[src/rtl/ftj_pkg.sv]
// ----------------------------------------------------------------------------
// ftj_pkg
// shared types, codes and constants of the floating touch joystick
// ----------------------------------------------------------------------------
package ftj_pkg;

    localparam int COORD_FRAC_BITS_DEF = 4;
    localparam int ID_WIDTH_DEF        = 32;

    localparam int POS_W      = 16;
    localparam int ID_PORT_W  = 32;
    localparam int RADIUS_W   = 10;
    localparam int FIELD_W    = 12;
    localparam int AXIS_W     = 16;
    localparam int AXIS_BITS  = 15;
    localparam int AXIS_FULL  = 32767;
    localparam int CFG_IDX_W  = 2;
    localparam int CFG_DATA_W = 12;

    // event codes
    localparam logic [1:0] ACT_PRESS   = 2'd0;
    localparam logic [1:0] ACT_MOVE    = 2'd1;
    localparam logic [1:0] ACT_RELEASE = 2'd2;

    localparam logic KIND_MOUSE = 1'b1;

    // register indexes
    localparam logic [CFG_IDX_W-1:0] CFG_RADIUS  = 2'd0;
    localparam logic [CFG_IDX_W-1:0] CFG_FIELD_W = 2'd1;
    localparam logic [CFG_IDX_W-1:0] CFG_FIELD_H = 2'd2;

    localparam logic [RADIUS_W-1:0] RADIUS_RESET  = 10'd80;
    localparam logic [FIELD_W-1:0]  FIELD_W_RESET = 12'd320;
    localparam logic [FIELD_W-1:0]  FIELD_H_RESET = 12'd480;

    typedef enum logic [3:0] {
        ST_IDLE, ST_COORD, ST_DECIDE, ST_DIFF, ST_SQX, ST_SQY, ST_CHECK,
        ST_SQRT, ST_DIV_LOAD, ST_DIV_RUN, ST_COMMIT, ST_DONE
    } state_t;

    typedef enum logic [1:0] {JOB_AX, JOB_AY, JOB_OX, JOB_OY} job_t;

    typedef struct packed {
        logic load;
        logic coord;
        logic press;
        logic release_src;
        logic diff;
        logic sqx;
        logic sqy;
        logic check;
        logic sqrt_step;
        logic div_load;
        logic div_step;
        logic div_store;
        logic commit;
        logic emit;
        job_t job;
    } ftj_cmd_t;

    typedef struct packed {
        logic [1:0] action;
        logic       held;
        logic       match;
        logic       drag;
        logic       sqrt_last;
        logic       div_last;
        logic       out_free;
    } ftj_status_t;

endpackage

[src/rtl/ftj_ctrl.sv]
// ----------------------------------------------------------------------------
// ftj_ctrl
// sequencer that steps the joystick datapath through one event
// ----------------------------------------------------------------------------
module ftj_ctrl
    import ftj_pkg::*;
(
    input  logic        aclk,
    input  logic        aresetn,
    input  logic        s_valid,
    output logic        s_ready,
    input  ftj_status_t status,
    output ftj_cmd_t    cmd
);

    state_t state_reg, state_next;
    job_t   job_reg, job_next;

    always_ff @(posedge aclk) begin
        if (!aresetn) begin
            state_reg <= ST_IDLE;
            job_reg   <= JOB_AX;
        end else begin
            state_reg <= state_next;
            job_reg   <= job_next;
        end
    end

    always_comb begin
        state_next = state_reg;
        job_next   = job_reg;
        cmd        = '0;
        cmd.job    = job_reg;
        s_ready    = 1'b0;
        unique case (state_reg)
            ST_IDLE: begin
                s_ready = 1'b1;
                if (s_valid) begin
                    cmd.load   = 1'b1;
                    state_next = ST_COORD;
                end
            end
            ST_COORD: begin
                cmd.coord  = 1'b1;
                state_next = ST_DECIDE;
            end
            ST_DECIDE: begin
                state_next = ST_DONE;
                case (status.action)
                    ACT_PRESS: cmd.press = !status.held;
                    ACT_MOVE: begin
                        if (status.match) state_next = ST_DIFF;
                    end
                    ACT_RELEASE: cmd.release_src = status.match;
                    default: ;
                endcase
            end
            ST_DIFF: begin
                cmd.diff   = 1'b1;
                state_next = ST_SQX;
            end
            ST_SQX: begin
                cmd.sqx    = 1'b1;
                state_next = ST_SQY;
            end
            ST_SQY: begin
                cmd.sqy    = 1'b1;
                state_next = ST_CHECK;
            end
            ST_CHECK: begin
                cmd.check  = 1'b1;
                job_next   = JOB_AX;
                state_next = status.drag ? ST_SQRT : ST_DIV_LOAD;
            end
            ST_SQRT: begin
                if (status.sqrt_last) state_next = ST_DIV_LOAD;
                else cmd.sqrt_step = 1'b1;
            end
            ST_DIV_LOAD: begin
                cmd.div_load = 1'b1;
                state_next   = ST_DIV_RUN;
            end
            ST_DIV_RUN: begin
                if (status.div_last) begin
                    cmd.div_store = 1'b1;
                    if (job_reg == JOB_OY || (job_reg == JOB_AY && !status.drag)) begin
                        state_next = ST_COMMIT;
                    end else begin
                        job_next   = job_t'(job_reg + 2'd1);
                        state_next = ST_DIV_LOAD;
                    end
                end else begin
                    cmd.div_step = 1'b1;
                end
            end
            ST_COMMIT: begin
                cmd.commit = 1'b1;
                state_next = ST_DONE;
            end
            ST_DONE: begin
                if (status.out_free) begin
                    cmd.emit   = 1'b1;
                    state_next = ST_IDLE;
                end
            end
            default: state_next = ST_IDLE;
        endcase
    end

endmodule

[src/rtl/ftj_datapath.sv]
// ----------------------------------------------------------------------------
// ftj_datapath
// coordinates, offset, square root and divide unit, stick state and result word
// ----------------------------------------------------------------------------
module ftj_datapath
    import ftj_pkg::*;
#(
    parameter int COORD_FRAC_BITS = COORD_FRAC_BITS_DEF,
    parameter int ID_WIDTH        = ID_WIDTH_DEF
) (
    input  logic                     aclk,
    input  logic                     aresetn,
    input  logic                     cfg_wr_en,
    input  logic [CFG_IDX_W-1:0]     cfg_index,
    input  logic [CFG_DATA_W-1:0]    cfg_wdata,
    input  logic [1:0]               s_action,
    input  logic                     s_source_kind,
    input  logic [ID_PORT_W-1:0]     s_device_id,
    input  logic [ID_PORT_W-1:0]     s_sub_id,
    input  logic [POS_W-1:0]         s_pos_x,
    input  logic [POS_W-1:0]         s_pos_y,
    output logic                     m_valid,
    input  logic                     m_ready,
    output logic signed [AXIS_W-1:0] m_axis_x,
    output logic signed [AXIS_W-1:0] m_axis_y,
    output logic                     m_active,
    output logic                     m_axis_written,
    input  ftj_cmd_t                 cmd,
    output ftj_status_t              status
);

    localparam int F      = COORD_FRAC_BITS;
    localparam int CW     = 14 + F;
    localparam int DW     = CW + 1;
    localparam int SQW    = 2 * DW;
    localparam int RW     = RADIUS_W + F;
    localparam int KW     = (RW > AXIS_BITS) ? RW : AXIS_BITS;
    localparam int QW     = KW;
    localparam int NW     = DW + KW;
    localparam int IDC    = (ID_WIDTH < ID_PORT_W) ? ID_WIDTH : ID_PORT_W;
    localparam int EW     = ((CW > QW + 1) ? CW : QW + 1) + 1;
    localparam int CNTMAX = (DW > QW) ? DW : QW;
    localparam int CNTW   = $clog2(CNTMAX + 1);
    localparam int FPW    = POS_W + FIELD_W;
    localparam int MSW    = POS_W + F;
    localparam int FSH    = POS_W - F;

    localparam logic signed [CW-1:0] COORD_MAX = {1'b0, {(CW-1){1'b1}}};
    localparam logic signed [CW-1:0] COORD_MIN = {1'b1, {(CW-1){1'b0}}};
    localparam logic [MSW-1:0]       MOUSE_MAX = MSW'({(CW-1){1'b1}});

    function automatic logic signed [CW-1:0] coord_of(input logic [POS_W-1:0] pos,
                                                      input logic kind,
                                                      input logic [FIELD_W-1:0] fld);
        logic [FPW-1:0] prod;
        logic [MSW-1:0] sh;
        prod = FPW'(pos) * FPW'(fld);
        sh   = MSW'(pos) << F;
        if (kind == KIND_MOUSE) begin
            coord_of = (sh > MOUSE_MAX) ? COORD_MAX : CW'(sh);
        end else begin
            coord_of = CW'(prod >> FSH);
        end
    endfunction

    function automatic logic signed [CW-1:0] clamp_coord(input logic signed [EW-1:0] v);
        if (v > EW'(COORD_MAX)) clamp_coord = COORD_MAX;
        else if (v < EW'(COORD_MIN)) clamp_coord = COORD_MIN;
        else clamp_coord = CW'(v);
    endfunction

    // configuration
    logic [RADIUS_W-1:0] radius_reg;
    logic [FIELD_W-1:0]  field_w_reg, field_h_reg;

    // captured event
    logic [1:0]            act_reg;
    logic                  kind_reg;
    logic [IDC-1:0]        dev_reg, sub_reg;
    logic [POS_W-1:0]      posx_reg, posy_reg;
    logic signed [CW-1:0]  px_reg, py_reg;

    // stick state
    logic                     held_reg, held_kind_reg, written_reg;
    logic [IDC-1:0]           held_dev_reg, held_sub_reg;
    logic signed [CW-1:0]     cx_reg, cy_reg;
    logic signed [AXIS_W-1:0] ax_last_reg, ay_last_reg;

    // move arithmetic
    logic signed [DW-1:0]     dx_reg, dy_reg;
    logic [RW-1:0]            r_reg;
    logic [SQW-1:0]           acc_reg, rr_reg;
    logic [SQW-1:0]           sq_x_reg, sq_root_reg, sq_bit_reg;
    logic [NW-1:0]            num_reg;
    logic                     neg_reg;
    logic [DW:0]              rem_reg;
    logic [QW-1:0]            quo_reg;
    logic signed [AXIS_W-1:0] ax_res_reg, ay_res_reg;
    logic signed [QW:0]       ox_res_reg, oy_res_reg;
    logic [CNTW-1:0]          cnt_reg;

    logic                     m_valid_reg, m_active_reg, m_written_reg;
    logic signed [AXIS_W-1:0] m_axis_x_reg, m_axis_y_reg;

    logic [DW-1:0]  magx, magy, mag_sel, len, denom;
    logic [SQW-1:0] sqx_prod, sqy_prod, rr_prod, trial;
    logic [KW-1:0]  kmul;
    logic [NW-1:0]  num_prod;
    logic [DW:0]    rem_src, rem2;
    logic [QW-1:0]  q_src;
    logic           ge, drag, job_off, job_y;
    logic signed [QW:0]   qval;
    logic signed [EW-1:0] ex, ey;

    assign magx     = dx_reg[DW-1] ? DW'(-dx_reg) : DW'(dx_reg);
    assign magy     = dy_reg[DW-1] ? DW'(-dy_reg) : DW'(dy_reg);
    assign sqx_prod = SQW'(magx) * SQW'(magx);
    assign sqy_prod = SQW'(magy) * SQW'(magy);
    assign rr_prod  = SQW'(r_reg) * SQW'(r_reg);
    assign drag     = acc_reg > rr_reg;
    assign trial    = sq_root_reg + sq_bit_reg;
    assign len      = sq_root_reg[DW-1:0];
    assign denom    = drag ? len : DW'(r_reg);

    // divide jobs: offset jobs scale by radius, axis jobs by full scale
    assign job_off  = (cmd.job == JOB_OX) || (cmd.job == JOB_OY);
    assign job_y    = (cmd.job == JOB_AY) || (cmd.job == JOB_OY);
    assign mag_sel  = job_y ? magy : magx;
    assign kmul     = job_off ? KW'(r_reg) : KW'(AXIS_FULL);
    assign num_prod = NW'(mag_sel) * NW'(kmul);

    // first step starts from the numerator, later ones from the partial remainder
    assign rem_src = (cnt_reg == '0) ? (DW+1)'(num_reg >> QW) : rem_reg;
    assign q_src   = (cnt_reg == '0) ? num_reg[QW-1:0] : quo_reg;
    assign rem2    = {rem_src[DW-1:0], q_src[QW-1]};
    assign ge      = rem2 >= {1'b0, denom};
    assign qval    = neg_reg ? -$signed({1'b0, quo_reg}) : $signed({1'b0, quo_reg});

    assign ex = EW'(px_reg) - EW'(ox_res_reg);
    assign ey = EW'(py_reg) - EW'(oy_res_reg);

    // control state
    always_ff @(posedge aclk) begin
        if (!aresetn) begin
            radius_reg    <= RADIUS_RESET;
            field_w_reg   <= FIELD_W_RESET;
            field_h_reg   <= FIELD_H_RESET;
            held_reg      <= 1'b0;
            held_kind_reg <= 1'b0;
            held_dev_reg  <= '0;
            held_sub_reg  <= '0;
            cx_reg        <= '0;
            cy_reg        <= '0;
            ax_last_reg   <= '0;
            ay_last_reg   <= '0;
            written_reg   <= 1'b0;
            m_valid_reg   <= 1'b0;
            cnt_reg       <= '0;
        end else begin
            if (cfg_wr_en) begin
                unique case (cfg_index)
                    CFG_RADIUS:  radius_reg  <= cfg_wdata[RADIUS_W-1:0];
                    CFG_FIELD_W: field_w_reg <= cfg_wdata[FIELD_W-1:0];
                    CFG_FIELD_H: field_h_reg <= cfg_wdata[FIELD_W-1:0];
                    default: ;
                endcase
            end
            if (cmd.load) written_reg <= 1'b0;
            if (cmd.press) begin
                held_reg      <= 1'b1;
                held_kind_reg <= kind_reg;
                held_dev_reg  <= dev_reg;
                held_sub_reg  <= sub_reg;
                cx_reg        <= px_reg;
                cy_reg        <= py_reg;
                ax_last_reg   <= '0;
                ay_last_reg   <= '0;
                written_reg   <= 1'b1;
            end
            if (cmd.release_src) begin
                held_reg    <= 1'b0;
                ax_last_reg <= '0;
                ay_last_reg <= '0;
                written_reg <= 1'b1;
            end
            if (cmd.commit) begin
                ax_last_reg <= ax_res_reg;
                ay_last_reg <= ay_res_reg;
                written_reg <= 1'b1;
                if (drag) begin
                    cx_reg <= clamp_coord(ex);
                    cy_reg <= clamp_coord(ey);
                end
            end
            if (cmd.check || cmd.div_load) cnt_reg <= '0;
            else if (cmd.sqrt_step || cmd.div_step) cnt_reg <= cnt_reg + 1'b1;
            if (cmd.emit) m_valid_reg <= 1'b1;
            else if (m_ready) m_valid_reg <= 1'b0;
        end
    end

    // payload
    always_ff @(posedge aclk) begin
        if (cmd.load) begin
            act_reg  <= s_action;
            kind_reg <= s_source_kind;
            dev_reg  <= s_device_id[IDC-1:0];
            sub_reg  <= s_sub_id[IDC-1:0];
            posx_reg <= s_pos_x;
            posy_reg <= s_pos_y;
        end
        if (cmd.coord) begin
            px_reg <= coord_of(posx_reg, kind_reg, field_w_reg);
            py_reg <= coord_of(posy_reg, kind_reg, field_h_reg);
        end
        if (cmd.diff) begin
            dx_reg <= DW'(px_reg) - DW'(cx_reg);
            dy_reg <= DW'(py_reg) - DW'(cy_reg);
            r_reg  <= RW'((radius_reg == '0) ? RADIUS_W'(1) : radius_reg) << F;
        end
        if (cmd.sqx) acc_reg <= sqx_prod;
        if (cmd.sqy) begin
            acc_reg <= acc_reg + sqy_prod;
            rr_reg  <= rr_prod;
        end
        if (cmd.check) begin
            sq_x_reg    <= acc_reg;
            sq_root_reg <= '0;
            sq_bit_reg  <= SQW'(1) << (2 * (DW - 1));
        end
        if (cmd.sqrt_step) begin
            if (sq_x_reg >= trial) begin
                sq_x_reg    <= sq_x_reg - trial;
                sq_root_reg <= (sq_root_reg >> 1) + sq_bit_reg;
            end else begin
                sq_root_reg <= sq_root_reg >> 1;
            end
            sq_bit_reg <= sq_bit_reg >> 2;
        end
        if (cmd.div_load) begin
            num_reg <= num_prod;
            neg_reg <= job_y ? dy_reg[DW-1] : dx_reg[DW-1];
        end
        if (cmd.div_step) begin
            rem_reg <= ge ? rem2 - {1'b0, denom} : rem2;
            quo_reg <= {q_src[QW-2:0], ge};
        end
        if (cmd.div_store) begin
            case (cmd.job)
                JOB_AX:  ax_res_reg <= AXIS_W'(qval);
                JOB_AY:  ay_res_reg <= AXIS_W'(qval);
                JOB_OX:  ox_res_reg <= qval;
                default: oy_res_reg <= qval;
            endcase
        end
        if (cmd.emit) begin
            m_axis_x_reg  <= ax_last_reg;
            m_axis_y_reg  <= ay_last_reg;
            m_active_reg  <= held_reg;
            m_written_reg <= written_reg;
        end
    end

    always_comb begin
        status           = '0;
        status.action    = act_reg;
        status.held      = held_reg;
        status.match     = held_reg && (held_kind_reg == kind_reg) &&
                           (held_dev_reg == dev_reg) &&
                           ((held_sub_reg == sub_reg) ||
                            (kind_reg == KIND_MOUSE && act_reg == ACT_MOVE));
        status.drag      = drag;
        status.sqrt_last = (cnt_reg == CNTW'(DW));
        status.div_last  = (cnt_reg == CNTW'(QW));
        status.out_free  = !m_valid_reg || m_ready;
    end

    assign m_valid        = m_valid_reg;
    assign m_axis_x       = m_axis_x_reg;
    assign m_axis_y       = m_axis_y_reg;
    assign m_active       = m_active_reg;
    assign m_axis_written = m_written_reg;

endmodule

[src/rtl/floating_touch_joystick_top.sv]
// ----------------------------------------------------------------------------
// floating_touch_joystick_top
// pointer events in, two-axis virtual joystick word out
// ----------------------------------------------------------------------------
// latency path: presses, releases and ignored events pass coord, decide, done;
//   moves in the radius add diff, sqx, sqy, check, axis divides and commit,
//   and a drag adds the square root first and the two offset divides last
// throughput: one event at a time, set by the bit-serial root and divider; the
//   next is taken once the word is parked in the output register
// reset: synchronous, active low; stick idle, axes zero, registers 80/320/480
module floating_touch_joystick_top
    import ftj_pkg::*;
#(
    parameter int COORD_FRAC_BITS = COORD_FRAC_BITS_DEF,
    parameter int ID_WIDTH        = ID_WIDTH_DEF
) (
    input  logic                     aclk,
    input  logic                     aresetn,
    // configuration writes
    input  logic                     cfg_wr_en,
    input  logic [CFG_IDX_W-1:0]     cfg_index,
    input  logic [CFG_DATA_W-1:0]    cfg_wdata,
    // pointer event words
    input  logic                     s_valid,
    output logic                     s_ready,
    input  logic [1:0]               s_action,
    input  logic                     s_source_kind,
    input  logic [ID_PORT_W-1:0]     s_device_id,
    input  logic [ID_PORT_W-1:0]     s_sub_id,
    input  logic [POS_W-1:0]         s_pos_x,
    input  logic [POS_W-1:0]         s_pos_y,
    // joystick result words
    output logic                     m_valid,
    input  logic                     m_ready,
    output logic signed [AXIS_W-1:0] m_axis_x,
    output logic signed [AXIS_W-1:0] m_axis_y,
    output logic                     m_active,
    output logic                     m_axis_written
);

    ftj_cmd_t    cmd;
    ftj_status_t status;

    // sequencer: one state per datapath step, divider and root loop counted
    // in the datapath
    ftj_ctrl u_ctrl (
        .aclk    (aclk),
        .aresetn (aresetn),
        .s_valid (s_valid),
        .s_ready (s_ready),
        .status  (status),
        .cmd     (cmd)
    );

    // arithmetic, stick state, configuration and output register
    ftj_datapath #(
        .COORD_FRAC_BITS (COORD_FRAC_BITS),
        .ID_WIDTH        (ID_WIDTH)
    ) u_datapath (
        .aclk           (aclk),
        .aresetn        (aresetn),
        .cfg_wr_en      (cfg_wr_en),
        .cfg_index      (cfg_index),
        .cfg_wdata      (cfg_wdata),
        .s_action       (s_action),
        .s_source_kind  (s_source_kind),
        .s_device_id    (s_device_id),
        .s_sub_id       (s_sub_id),
        .s_pos_x        (s_pos_x),
        .s_pos_y        (s_pos_y),
        .m_valid        (m_valid),
        .m_ready        (m_ready),
        .m_axis_x       (m_axis_x),
        .m_axis_y       (m_axis_y),
        .m_active       (m_active),
        .m_axis_written (m_axis_written),
        .cmd            (cmd),
        .status         (status)
    );

    // an idle stick always reports centered axes
    a_idle_centered: assert property (@(posedge aclk) disable iff (!aresetn)
        (m_valid && !m_active) |-> (m_axis_x == '0 && m_axis_y == '0))
        else $error("idle stick reports nonzero axes");

    // axes never reach the most negative code
    a_axis_range: assert property (@(posedge aclk) disable iff (!aresetn)
        m_valid |-> (m_axis_x != AXIS_W'(-AXIS_FULL - 1) &&
                     m_axis_y != AXIS_W'(-AXIS_FULL - 1)))
        else $error("axis out of range");

    // an accepted word keeps the sequencer busy for the next cycle
    a_busy_after_accept: assert property (@(posedge aclk) disable iff (!aresetn)
        (s_valid && s_ready) |=> !s_ready)
        else $error("input taken again right after accept");

    // a result is only loaded when the output register is free
    a_emit_free: assert property (@(posedge aclk) disable iff (!aresetn)
        cmd.emit |-> (!m_valid || m_ready))
        else $error("result word overwritten");

endmodule
[config.mk]
export PLATFORM = sky130hd
export DESIGN_NAME = floating_touch_joystick_top
export DESIGN_NICKNAME = d
export VERILOG_FILES = /design/src/rtl/ftj_pkg.sv /design/src/rtl/ftj_ctrl.sv /design/src/rtl/ftj_datapath.sv /design/src/rtl/floating_touch_joystick_top.sv
export SDC_FILE = /design/constraint.sdc
export NUM_CORES = 2
export LEC_CHECK = 0
export ABC_CLOCK_PERIOD_IN_PS = 24100
export BUFFER_PORTS_ARGS = -buffer_cell sky130_fd_sc_hd__buf_4
export CORE_MARGIN = 4
export CORE_UTILIZATION = 60
export CTS_CLUSTER_SIZE = 10
export DETAILED_ROUTE_END_ITERATION = 7
export HOLD_SLACK_MARGIN = 0.15
export PLACE_DENSITY = 0.77
export SETUP_SLACK_MARGIN = 0.05
export SKIP_CTS_REPAIR_TIMING = 1
export SYNTH_ARGS = -nofsm -noshare
export SYNTH_HDL_FRONTEND = slang
export SYNTH_SLANG_ARGS = --single-unit
[constraint.sdc]
create_clock -name aclk -period 24.1 [get_ports aclk]
set_input_delay 2.41 -clock aclk [delete_from_list [all_inputs] [get_ports aclk]]
set_output_delay 2.41 -clock aclk [all_outputs]
set_load 0.05 [all_outputs]
==> impl_summary.md <==
Outcome
The flow ran to the end, and the final reports show no timing, DRC or antenna violations.

Yosys
The number of enable-type register cells in the synthesized netlist is 463. Summing every instance area after synthesis gives 78,600 µm². Of the total synthesized cell area, the portion taken by XOR and XNOR cells is 5.02%. The share of synthesized cell area in and, or, nand and nor gates is 12.6%. Among all flip-flop cells after synthesis, the most frequent one is sky130_fd_sc_hd__edfxtp_1. The flip-flop and latch count after synthesis is 683. The count of distinct cell types in the synthesized netlist is 99. The dominant combinational cell family by area after synthesis is adder cells. The Yosys step of the flow raised 0 warnings.

After synthesis, the share of flip-flops with an asynchronous set or reset is 0%. The multiplexer area fraction after synthesis is 1.69%. The adder-cell share of the synthesized area is 38.8%. The average footprint of a synthesized cell is 9.51 µm². The post-synthesis instance total is 8,266. The part of the Yosys area used for sequential elements is 23.3%. The synthesized netlist devotes 9.87% of its cell area to compound gates.

Placed design
OpenSTA, run right after detailed placement, puts the worst setup slack at 13,630 ps. During placement, the flow inserted port buffers numbering 153. The detailed placer's ending HPWL is 166 mm.

The congestion estimate from routability-driven global placement came to 0.972.

Worst setup path
The peak per-stage delay on the critical path is 770 ps. For the worst setup path, the data required time is 24,510 ps. For this design, the slowest cell found on the critical path is sky130_fd_sc_hd__a311oi_1. The largest driver fanout on the critical path is 15.

Among the stages of the critical path, the cell type that occurs most often is sky130_fd_sc_hd__fa_1. Data arrives at the worst endpoint at 11,180 ps. The worst setup path is launched from a register.

The worst setup path is captured at a register. The setup path with the least slack is of type reg -> reg.

Drt
The sum of routed wire segments on met1 is 82.6 mm. Detailed routing inserted a total of 58,500 vias. Dividing the detail-routed via count by the number of cells gives 5.78. The detailed router finished its first iteration with 4,783 violations. After detailed routing, the met2 layer carries 99.9 mm of wire. After detailed routing, the number of remaining DRC violations is 0.

The detail route stage leaves a number of antenna-violating nets equal to 0. The detailed router used layers up to and including met5. The met3 wirelength from detailed routing is 16.6 mm. The wire length per cell after detailed routing is 20.7 µm. The number of detailed-route iterations in the first pass is 7. Wires add up to 209 mm.

STA
The worst pin sits at a relative slew slack of 8.04%. The final count of hold timing violations was 0. The setup TNS after final layout is 0 ps. Setup repair after global routing left no endpoint under its margin.

The highest achievable clock rate is 92.8 MHz. The time the final worst path needs with I/O delays and setup is 10,770 ps. After layout, the worst setup slack is 13,330 ps. The worst path uses 44.7% of the clock period. At the pin with the least slew margin, the transition time is 1370 ps. Setup violations remaining at the end of the flow were counted as 0.

The max-slew violation count is 0. The setup skew after layout is 46.3 ps.

Die
The region available for standard cell placement spans 130,000 µm². From bottom edge to top edge, the die measures 370 µm. The floorplan step defined a die boundary enclosing 137,000 µm². The initial standard-cell utilization of the core is 60.6%. Measured along the x axis, the die boundary spans 370 µm. In this run the count of I/O pins placed on the die edge is 154. In this run the core area contains 132 standard-cell rows.

Run
Max-cap violations in this run came to 0.

GRT
Entering global routing, the biggest net connects 81 pins. The global routing usage summed across all routing layers is 30.9%. The initial antenna violation count is 11. The global-route wire length before repair is 331 mm.

For this run the aggregate overflow at the end of global routing stands at 0. The via count of the first global-routing pass is 60,600.

Worst hold path
The classification of the worst-slack hold path is reg -> reg.

Clock network
Clock-pin slew was measured on the worst setup and hold paths at 60 ps. The maximum number of buffers from clock root to sink is 3. CTS placed an instance of sky130_fd_sc_hd__clkbuf_16 at the clock tree root.

The clock reaches the later pin of the worst-skew pair after 680 ps. The number of sinks driven by the clock tree is 683. The CTS tree is yes. The clock buffer count from CTS is 81.

CTS built an H-tree with a depth of 3.

Cells and area
The post-layout net count is 10,200. Cells with a size suffix above 1 make up 5.48% of the layout. The sequential cells in the finished layout cover a total of 18,300 µm². Relative to the synthesized area, the layout overhead comes to 6.97%. The layout has 10,500 filler cells. The multi-input logic area is 53,600 µm².
[cell type report]
cell class | instances | area share [%]
Clock inverter | 12 | 0.222
Tap cell | 1742 | 2.59
Multi-Input combinational cell | 5782 | 63.8
Timing Repair Buffer | 235 | 2.10
Clock buffer | 138 | 2.75
Inverter | 1527 | 6.81
Sequential cell | 683 | 21.8
Antenna cell | 3 | 0.00892
[synthesized netlist by cell type (45+ instances only)]
master	n	area share, %
sky130_fd_sc_hd__and2_1	169	1.3
sky130_fd_sc_hd__ha_1	712	11
sky130_fd_sc_hd__o21ai_0	232	1.5
sky130_fd_sc_hd__a21boi_0	100	0.95
sky130_fd_sc_hd__a21o_1	141	1.3
sky130_fd_sc_hd__nor2b_1	75	0.60
sky130_fd_sc_hd__mux2i_1	73	0.93
sky130_fd_sc_hd__o21a_1	52	0.50
sky130_fd_sc_hd__a21oi_1	272	1.7
sky130_fd_sc_hd__nand4_1	48	0.38
sky130_fd_sc_hd__nand3_1	73	0.46
sky130_fd_sc_hd__dfxtp_1	220	5.6
sky130_fd_sc_hd__clkbuf_1	267	1.3
sky130_fd_sc_hd__and3_1	46	0.37
sky130_fd_sc_hd__nand2_1	1016	4.8
sky130_fd_sc_hd__nor2_1	552	2.6
sky130_fd_sc_hd__xnor2_1	272	3.0
sky130_fd_sc_hd__edfxtp_1	463	18
sky130_fd_sc_hd__fa_1	1077	27
sky130_fd_sc_hd__xor2_1	172	1.9
sky130_fd_sc_hd__nand2b_1	55	0.44
sky130_fd_sc_hd__o211ai_1	45	0.43
sky130_fd_sc_hd__a31oi_1	53	0.42
sky130_fd_sc_hd__inv_1	1516	7.2
sky130_fd_sc_hd__nor3_1	50	0.32
sky130_fd_sc_hd__mux2_2	53	0.76
[through the flow]
step	util, %	instances	area [µm²]	hold slack, ps
floorplan	-	8293	78700	409
global placement	62.9	9969	81600	418
detailed placement	62.9	9969	81600	419
CTS	64.8	10100	84100	440
global route	64.8	10100	84100	447
finish	64.8	10100	84100	442
[layout by cell type, fill, tap and decap left out, types with 48 or more instances in the layout]
cell                        count
sky130_fd_sc_hd__inv_1       1515
sky130_fd_sc_hd__fa_1        1077
sky130_fd_sc_hd__nand2_1     1015
sky130_fd_sc_hd__ha_1         712
sky130_fd_sc_hd__nor2_1       549
sky130_fd_sc_hd__edfxtp_1     463
sky130_fd_sc_hd__a21oi_1      272
sky130_fd_sc_hd__xnor2_1      270
sky130_fd_sc_hd__buf_4        235
sky130_fd_sc_hd__o21ai_0      232
sky130_fd_sc_hd__dfxtp_1      220
sky130_fd_sc_hd__xor2_1       172
sky130_fd_sc_hd__and2_1       168
sky130_fd_sc_hd__a21o_1       141
sky130_fd_sc_hd__a21boi_0     100
sky130_fd_sc_hd__clkbuf_16     83
sky130_fd_sc_hd__nor2b_1       74
sky130_fd_sc_hd__nand3_1       73
sky130_fd_sc_hd__mux2i_1       72
sky130_fd_sc_hd__nand2b_1      55
sky130_fd_sc_hd__a31oi_1       53
sky130_fd_sc_hd__mux2_2        53
sky130_fd_sc_hd__o21a_1        52
sky130_fd_sc_hd__clkbuf_1      52
sky130_fd_sc_hd__nor3_1        48
sky130_fd_sc_hd__nand4_1       48
[layer usage]
layer / track usage, % / vias up
met5: 0 / -
li1: - / 26600
met4: 12.8 / 4
met2: 51.7 / 2358
met3: 5.22 / 518
met1: 40.2 / 29000
[worst paths after layout]
check / end / start / slack (ps) / depth (start not counted)
max: u_datapath.acc_reg[35] / u_datapath.dy_reg[0] / 13330 / 32
min: u_datapath.m_axis_y[9] / u_datapath.ay_last_reg[9] / 440 / 0
max reg2reg: u_datapath.acc_reg[35] / u_datapath.dy_reg[0] / 13330 / 32
min reg2reg: u_datapath.m_axis_y[9] / u_datapath.ay_last_reg[9] / 440 / 0
[kinds of logic (layout without fill, tap and decap cells)]
group	Yosys count	after routing
mux	126	126
other cells	2	32
xor+xnor	447	447
simple gates	2213	2213
fa+ha+maj	1790	1790
compound gates	1177	1177
buf+inv	1828	1912
flops	683	683
[worst max-delay path, delay by kind of cell, from the launching register on]
family | cells | cell delay, ps
compound gates | 7 | 2570
xor+xnor | 1 | 510
fa+ha+maj | 9 | 4000
buf+inv | 6 | 1260
flops | 1 | 630
mux | 1 | 170
simple gates | 8 | 1350
Power is left out: the tool's default activity adds up to more than one toggle a clock period on the data nets, which glitch-free logic cannot reach.
